### config.mk
export PLATFORM = sky130hd
export DESIGN_NAME = periodic_task_due_scheduler_core
export DESIGN_NICKNAME = d
export VERILOG_FILES = /design/src/rtl/ptds_pkg.sv /design/src/rtl/ptds_cell.sv /design/src/rtl/periodic_task_due_scheduler_core.sv
export VERILOG_INCLUDE_DIRS = /design/src /design/src/rtl
export SDC_FILE = /design/constraint.sdc
export NUM_CORES = 1
export LEC_CHECK = 0
export ABC_AREA = 0
export BUFFER_PORTS_ARGS = -buffer_cell sky130_fd_sc_hd__buf_2
export CORE_MARGIN = 4
export CORE_UTILIZATION = 60
export DETAILED_ROUTE_END_ITERATION = 16
export GPL_TIMING_DRIVEN = 0
export PLACE_DENSITY_LB_ADDON = 0.08
export SETUP_SLACK_MARGIN = 0.15
export SYNTH_ARGS = -nofsm -noshare
export SYNTH_HDL_FRONTEND = slang
export SYNTH_SLANG_ARGS = --single-unit
### constraint.sdc
create_clock -name aclk -period 15.99 [get_ports aclk]
set_input_delay 0.7995 -clock aclk [delete_from_list [all_inputs] [get_ports aclk]]
set_output_delay 0.7995 -clock aclk [all_outputs]
set_load 0.005 [all_outputs]
### src/rtl/periodic_task_due_scheduler_core_assert.svh
// Assertion macros used by the scheduler core.
`ifndef PERIODIC_TASK_DUE_SCHEDULER_CORE_ASSERT_SVH
`define PERIODIC_TASK_DUE_SCHEDULER_CORE_ASSERT_SVH

// The consequent must hold in the same cycle as the antecedent.
`define PTDS_ASSERT_NOW(label, clk, rstn, ante, cons) \
    label: assert property (@(posedge clk) disable iff (!(rstn)) (ante) |-> (cons)) \
        else $error("scheduler assertion failed");

// The consequent must hold in the cycle after the antecedent.
`define PTDS_ASSERT_NEXT(label, clk, rstn, ante, cons) \
    label: assert property (@(posedge clk) disable iff (!(rstn)) (ante) |=> (cons)) \
        else $error("scheduler assertion failed");

`endif

### src/rtl/ptds_pkg.sv
// Types and constants shared by the periodic task scheduler modules.
`default_nettype none

package ptds_pkg;

    localparam int TIME_W    = 32;
    localparam int IDX_OUT_W = 3;

    localparam logic MODE_REGISTER = 1'b0;
    localparam logic MODE_RUN      = 1'b1;

    localparam logic STATUS_OK   = 1'b0;
    localparam logic STATUS_FULL = 1'b1;

    typedef enum logic [2:0] {
        ST_IDLE = 3'b001,
        ST_SCAN = 3'b010,
        ST_DONE = 3'b100
    } state_t;

    typedef struct packed {
        logic load;
        logic step;
        logic clear;
    } cell_ctrl_t;

endpackage

`default_nettype wire

### src/rtl/ptds_cell.sv
// One task slot of the scheduler chain: period, last-run time and scan token.
`default_nettype none

module ptds_cell import ptds_pkg::*; (
    input  wire logic              aclk,
    input  wire logic              aresetn,
    input  wire cell_ctrl_t        ctrl,
    input  wire logic              wr_en,
    input  wire logic [TIME_W-1:0] wr_period,
    input  wire logic [TIME_W-1:0] wr_time,
    input  wire logic [TIME_W-1:0] run_time,
    input  wire logic              tok_in,
    output logic                   tok,
    output logic                   due
);

    logic [TIME_W-1:0] period_reg;
    logic [TIME_W-1:0] last_run_reg;
    logic              tok_reg;
    logic              tok_next;
    logic [TIME_W-1:0] elapsed;

    assign elapsed = run_time - last_run_reg;
    assign due     = tok_reg && (elapsed >= period_reg);
    assign tok     = tok_reg;

    always_comb begin
        tok_next = tok_reg;
        if (ctrl.clear) begin
            tok_next = 1'b0;
        end else if (ctrl.load || ctrl.step) begin
            tok_next = tok_in;
        end
    end

    always_ff @(posedge aclk) begin
        if (!aresetn) begin
            tok_reg <= 1'b0;
        end else begin
            tok_reg <= tok_next;
        end
    end

    always_ff @(posedge aclk) begin
        if (wr_en) begin
            period_reg   <= wr_period;
            last_run_reg <= wr_time;
        end else if (ctrl.step && due) begin
            last_run_reg <= run_time;
        end
    end

endmodule

`default_nettype wire

### src/rtl/periodic_task_due_scheduler_core.sv
// Top level of the periodic task scheduler: control, result staging and the cell chain.
`default_nettype none
`include "periodic_task_due_scheduler_core_assert.svh"

// The block keeps up to MAX_TASKS periodic tasks in a chain of cells, one task per cell.
// A register request (tuser 0) appends a task. Its one result is held in a staging
// register and moves into the output register once the output register has room.
// A run request (tuser 1) passes a scan token along the chain, one registered task per
// cycle while no due result waits for room in the output register; the pass ends after
// the last registered task. Each due task gives a fired result; the last result of every
// request carries tlast. A new request is taken once the previous one has placed its final
// result in the output register.
module periodic_task_due_scheduler_core import ptds_pkg::*; #(
    parameter int MAX_TASKS = 8
) (
    input  wire logic        aclk,
    input  wire logic        aresetn,
    input  wire logic        s_tvalid,
    output logic             s_tready,
    input  wire logic [63:0] s_tdata,   // now_time [31:0], period [63:32]
    input  wire logic        s_tuser,   // mode [0]
    output logic             m_tvalid,
    input  wire logic        m_tready,
    output logic [7:0]       m_tdata,   // status [0], fired [1], task_index [4:2], zero [7:5]
    output logic             m_tlast
);

    localparam int CW = $clog2(MAX_TASKS + 1);

    state_t            state_reg, state_next;
    logic [CW-1:0]     count_reg, count_next;
    logic [CW-1:0]     idx_reg, idx_next;
    logic [TIME_W-1:0] now_reg, now_next;
    logic              hold_valid_reg, hold_valid_next;
    logic              hold_status_reg, hold_status_next;
    logic              hold_fired_reg, hold_fired_next;
    logic [CW-1:0]     hold_index_reg, hold_index_next;

    logic                 out_valid_reg, out_valid_next;
    logic                 out_status_reg, out_status_next;
    logic                 out_fired_reg, out_fired_next;
    logic [IDX_OUT_W-1:0] out_index_reg, out_index_next;
    logic                 out_last_reg, out_last_next;

    cell_ctrl_t             ctrl;
    logic                   wr_req;
    logic [MAX_TASKS-1:0]   wr_sel;
    logic [MAX_TASKS-1:0]   tok_vec;
    logic [MAX_TASKS-1:0]   due_vec;
    logic                   due_any;
    logic                   out_free;
    logic                   push;
    logic                   push_last;
    logic                   accept;
    logic                   at_end;
    logic [CW+IDX_OUT_W-1:0] hold_ext;

    assign s_tready = (state_reg == ST_IDLE);
    assign accept   = s_tvalid && s_tready;
    assign out_free = !out_valid_reg || m_tready;
    assign at_end   = (idx_reg == count_reg);
    assign due_any  = |due_vec;
    assign hold_ext = {{IDX_OUT_W{1'b0}}, hold_index_reg};
    assign wr_req   = accept && (s_tuser == MODE_REGISTER) && (count_reg < CW'(MAX_TASKS));

    for (genvar i = 0; i < MAX_TASKS; i++) begin : g_cell
        logic tok_in;
        assign wr_sel[i] = wr_req && (count_reg == CW'(i));
        if (i == 0) begin : g_head
            assign tok_in = ctrl.load;
        end else begin : g_link
            assign tok_in = tok_vec[i-1];
        end
        ptds_cell u_cell (
            .aclk      (aclk),
            .aresetn   (aresetn),
            .ctrl      (ctrl),
            .wr_en     (wr_sel[i]),
            .wr_period (s_tdata[63:32]),
            .wr_time   (s_tdata[31:0]),
            .run_time  (now_reg),
            .tok_in    (tok_in),
            .tok       (tok_vec[i]),
            .due       (due_vec[i])
        );
    end

    always_comb begin
        state_next       = state_reg;
        count_next       = count_reg;
        idx_next         = idx_reg;
        now_next         = now_reg;
        hold_valid_next  = hold_valid_reg;
        hold_status_next = hold_status_reg;
        hold_fired_next  = hold_fired_reg;
        hold_index_next  = hold_index_reg;
        ctrl             = '0;
        push             = 1'b0;
        push_last        = 1'b0;
        case (state_reg)
            ST_IDLE: begin
                if (accept) begin
                    hold_fired_next = 1'b0;
                    if (s_tuser == MODE_RUN) begin
                        ctrl.load        = 1'b1;
                        idx_next         = '0;
                        now_next         = s_tdata[31:0];
                        hold_valid_next  = 1'b0;
                        hold_status_next = STATUS_OK;
                        hold_index_next  = '0;
                        state_next       = ST_SCAN;
                    end else begin
                        hold_valid_next = 1'b1;
                        if (count_reg < CW'(MAX_TASKS)) begin
                            hold_status_next = STATUS_OK;
                            hold_index_next  = count_reg;
                            count_next       = count_reg + CW'(1);
                        end else begin
                            hold_status_next = STATUS_FULL;
                            hold_index_next  = '0;
                        end
                        state_next = ST_DONE;
                    end
                end
            end
            ST_SCAN: begin
                if (at_end) begin
                    ctrl.clear = 1'b1;
                    state_next = ST_DONE;
                end else if (!(due_any && hold_valid_reg && !out_free)) begin
                    ctrl.step = 1'b1;
                    idx_next  = idx_reg + CW'(1);
                    if (due_any) begin
                        push            = hold_valid_reg;
                        hold_valid_next = 1'b1;
                        hold_fired_next = 1'b1;
                        hold_index_next = idx_reg;
                    end
                end
            end
            ST_DONE: begin
                if (out_free) begin
                    push            = 1'b1;
                    push_last       = 1'b1;
                    hold_valid_next = 1'b0;
                    state_next      = ST_IDLE;
                end
            end
            default: begin
                state_next = ST_IDLE;
            end
        endcase
    end

    always_comb begin
        out_valid_next  = out_valid_reg && !m_tready;
        out_status_next = out_status_reg;
        out_fired_next  = out_fired_reg;
        out_index_next  = out_index_reg;
        out_last_next   = out_last_reg;
        if (push) begin
            out_valid_next  = 1'b1;
            out_status_next = hold_status_reg;
            out_fired_next  = hold_fired_reg;
            out_index_next  = hold_ext[IDX_OUT_W-1:0];
            out_last_next   = push_last;
        end
    end

    always_ff @(posedge aclk) begin
        if (!aresetn) begin
            state_reg      <= ST_IDLE;
            count_reg      <= '0;
            idx_reg        <= '0;
            hold_valid_reg <= 1'b0;
            out_valid_reg  <= 1'b0;
        end else begin
            state_reg      <= state_next;
            count_reg      <= count_next;
            idx_reg        <= idx_next;
            hold_valid_reg <= hold_valid_next;
            out_valid_reg  <= out_valid_next;
        end
    end

    always_ff @(posedge aclk) begin
        now_reg         <= now_next;
        hold_status_reg <= hold_status_next;
        hold_fired_reg  <= hold_fired_next;
        hold_index_reg  <= hold_index_next;
        out_status_reg  <= out_status_next;
        out_fired_reg   <= out_fired_next;
        out_index_reg   <= out_index_next;
        out_last_reg    <= out_last_next;
    end

    assign m_tvalid = out_valid_reg;
    assign m_tlast  = out_last_reg;
    assign m_tdata  = {3'b000, out_index_reg, out_fired_reg, out_status_reg};

    `PTDS_ASSERT_NOW(a_token_single, aclk, aresetn, 1'b1, $onehot0(tok_vec))
    `PTDS_ASSERT_NOW(a_token_present, aclk, aresetn, (state_reg == ST_SCAN) && !at_end,
                     $onehot(tok_vec))
    `PTDS_ASSERT_NOW(a_count_bound, aclk, aresetn, 1'b1, count_reg <= CW'(MAX_TASKS))
    `PTDS_ASSERT_NEXT(a_scan_not_last, aclk, aresetn, (state_reg == ST_SCAN) && push,
                      m_tvalid && !m_tlast && out_fired_reg)

endmodule

`default_nettype wire
==> impl_metrics.py <==
metrics = {
    "cts": {
        "h-tree-depth": 3,
        "clk_pin_slew_ns": 0.06,
        "ctsHoldBuffers": 0,
        "clk_latency_ns": 0.61,
        "cts_buffer_depth": 3,
        "cts_resized": 0,
        "clock-root-buffer": "clkbuf_16",
        "cts_tree": "yes",
        "clkSinkCount": 576,
        "cts_setup_buffers": 0,
        "cts_made_buffers": 68,
    },
    "global_route": {
        "use_met1": 0.464,
        "use_met2": 0.502,
        "met3_usage": 0.0631,
        "gr-usage-all-layers": 0.328,
        "antenna_found_initial": 3,
        "grt_first_pass_wirelength_um": 174000,
        "overflow": 0,
        "grt_start_max_net_pins": 42,
        "grt-busiest-layer": "met2",
        "grt_pass1_vias": 28700,
    },
    "power": {
        "p_leak_nw": 19.3,
        "vdd_ir_drop_max_mv": 0.0887,
        "pwr_density_cell_nw_per_um2": 89.0,
        "total_power_mw": 3.87,
    },
    "setup_path": {
        "slowest_stage": "a21o_2",
        "cp_top_family": "compound AO/OA/AOI/OAI gates",
        "start_kind": "register",
        "crit_top_cell": "a21o_1",
        "critPathCaptureType": "register",
        "worst-r2r-cell-count": 25,
        "rrSetupSlack_ns": 6.19,
        "r2r-end": "g_cell[0].u_cell.last_run_reg[20]",
        "reg2reg_from": "now_reg[0]",
        "critPathLaunch": "now_reg[0]",
        "crit_type": "register to register",
        "cpPeakStageDelay_ns": 1.11,
        "crit_buf_inv": 2,
        "required_ns": 16.20,
        "crit_end": "g_cell[0].u_cell.last_run_reg[20]",
        "cp_max_fo": 32,
        "cp_num_cells": 25,
        "cp.arrival_ns": 10.01,
    },
    "sta": {
        "report.final.slew_viol_count": 0,
        "finalCritPeriodShare": 0.613,
        "worst_slew_pin_slew_ns": 1.48,
        "finalHoldViolations": 0,
        "max_freq_mhz": 102,
        "post-route-min-period_ns": 9.80,
        "rsz0062_at_grt": "no",
        "skew_ns": 0.0192,
        "setup_viol": 0,
        "tns_ns": 0,
        "relSlewSlack": 0.0165,
    },
    "detailed_routing": {
        "drtIter0Drc": 3017,
        "routed_via_density": 6.24,
        "vias": 29500,
        "route.detailed.drc": 0,
        "routedWlPerCell_um": 24.9,
        "first_pass_iters": 6,
        "routed_wl_um": 118000,
        "drt.antenna.violating_nets": 0,
    },
    "logic_synthesis": {
        "syn_inst": 3663,
        "yosysTopAreaCellShare": 0.420,
        "async_reset_ff_frac": 0,
        "ys_types": 88,
        "ys_seq_elements": 576,
        "yosysMostFrequentCell": "inv_1",
        "ys.flop_type": "edfxtp_1",
        "ys_top_cells_by_area": "edfxtp_1, ha_1, mux2_2",
        "syn_area_per_cell_um2": 10.8,
        "synth_common_cells": "inv_1, edfxtp_1, ha_1, a21oi_1, mux2_2",
        "yosysSeqAreaShare": 0.431,
        "synth_area_um2": 39700,
        "yosysWarnings": 0,
        "synth_edf_count": 555,
        "synth_top_area_cell": "edfxtp_1",
    },
    "place": {
        "place.gp.congestion": 0.957,
        "io_buffers": 75,
        "dpl.hpwl_um": 86300,
    },
    "floorplan": {
        "core_area_um2": 64900,
        "dieArea_um2": 70300,
        "fp.dieW_um": 265,
        "die_h_um": 265,
        "core.rowCount": 93,
        "io_pins": 80,
        "initial_utilization": 0.611,
    },
    "final_layout": {
        "fin_nets": 4408,
        "drive_above_1_share": 0.130,
        "areaGrowthSynthToFinish_pct": 9.69,
        "utilization": 0.670,
    },
    "min_path": {
        "hp-class": "register to register",
    },
    "status": {
        "outcome": "complete, no violations",
    },
    "flow_run": {
        "max-cap-violations": 0,
    },
}
## final cells by class
type | count | area [µm²]
tap | 855 | 1070
clock inverter | 39 | 369
multi-input combinational | 2485 | 20300
fill | 4986 | 21400
buffer | 47 | 234
antenna | 6 | 15.0
sequential | 576 | 17100
inverter | 557 | 2090
timing repair buffer | 87 | 593
clock buffer | 82 | 1780
## layout by cell type (no fill, tap or decap), drive strengths merged, types with 22 or more instances in the layout
cell type / n
inv: 562
edfxtp: 555
ha: 509
a21oi: 262
mux2: 252
a21o: 228
nor2: 174
xnor2: 174
o21ai: 129
buf: 117
nand2: 107
clkbuf: 99
nand4: 70
xor2: 53
nand3: 50
o21a: 44
nor3: 42
nand2b: 37
a211oi: 34
nor2b: 33
o21bai: 31
and3: 25
clkinv: 23
o31ai: 22
## worst reg2reg max path, stage by stage (launching register included)
cell      delay (ns)
edfxtp_1        0.49
inv_1           0.42
ha_1            0.26
inv_1           0.06
fa_1            0.46
a21o_1          0.25
a221oi_1        0.83
or3_1           0.24
a31o_2          0.25
a211oi_1        0.19
o31ai_1         0.69
o21ai_1         0.30
a21o_1          0.27
a21oi_1         0.28
nand4b_1        0.16
nand4_1         0.10
ha_1            0.31
a21o_1          0.16
a21oi_1         0.37
o21ai_0         0.19
a32oi_1         0.18
o21ai_0         0.28
nor4_1          0.71
a21oi_2         0.26
nor2_1          0.56
a21o_2          1.11
## cells by family after synthesis
group	count (synthesis)	share of synthesized area
buffers and inverters	604	0.0585
and+or+nand+nor	603	0.0761
xor gates and xnor gates	227	0.0501
adders and majority gates	517	0.165
other	1	0.0000946
muxes	260	0.0736
DFF	576	0.431
AOI/OAI and AO/OA	875	0.146
## how the worst min path moves through the flow
| stage | from | endpoint | slack [ns] | depth (start not counted) |
|---|---|---|---|---|
| after floorplan | hold_fired_reg | out_fired_reg | 0.40 | 0 |
| after global placement | hold_fired_reg | out_fired_reg | 0.43 | 0 |
| final | hold_index_reg[1] | out_index_reg[1] | 0.44 | 0 |
| after detailed placement | hold_fired_reg | out_fired_reg | 0.41 | 0 |
| after global routing | hold_fired_reg | out_fired_reg | 0.44 | 0 |
| after CTS | hold_fired_reg | out_fired_reg | 0.44 | 0 |
## power breakdown
part	leakage, nW	total [mW]	internal [mW]	switching [mW]
sequential	5.18	1.71	1.68	0.0311
combinational	13.1	0.618	0.250	0.368
clock	1.04	1.54	0.892	0.651
## metrics by stage
step	hold WS (ns)	cells	setup WS (ns)	instance area [µm²]
floorplan	0.400	3665	9.73	39700
finish	0.437	4734	6.19	43500
global placement	0.434	4595	5.82	41100
CTS	0.436	4728	6.46	43500
global route	0.438	4728	5.91	43500
detailed placement	0.413	4607	6.55	41300
## routing by layer
layer	part of all wire	up-vias
li1	-	13600
met1	0.43	14300
met2	0.43	1279
met4	0.045	4
met5	0.00022	-
met3	0.096	257
Power figures use the tool's default switching activity.
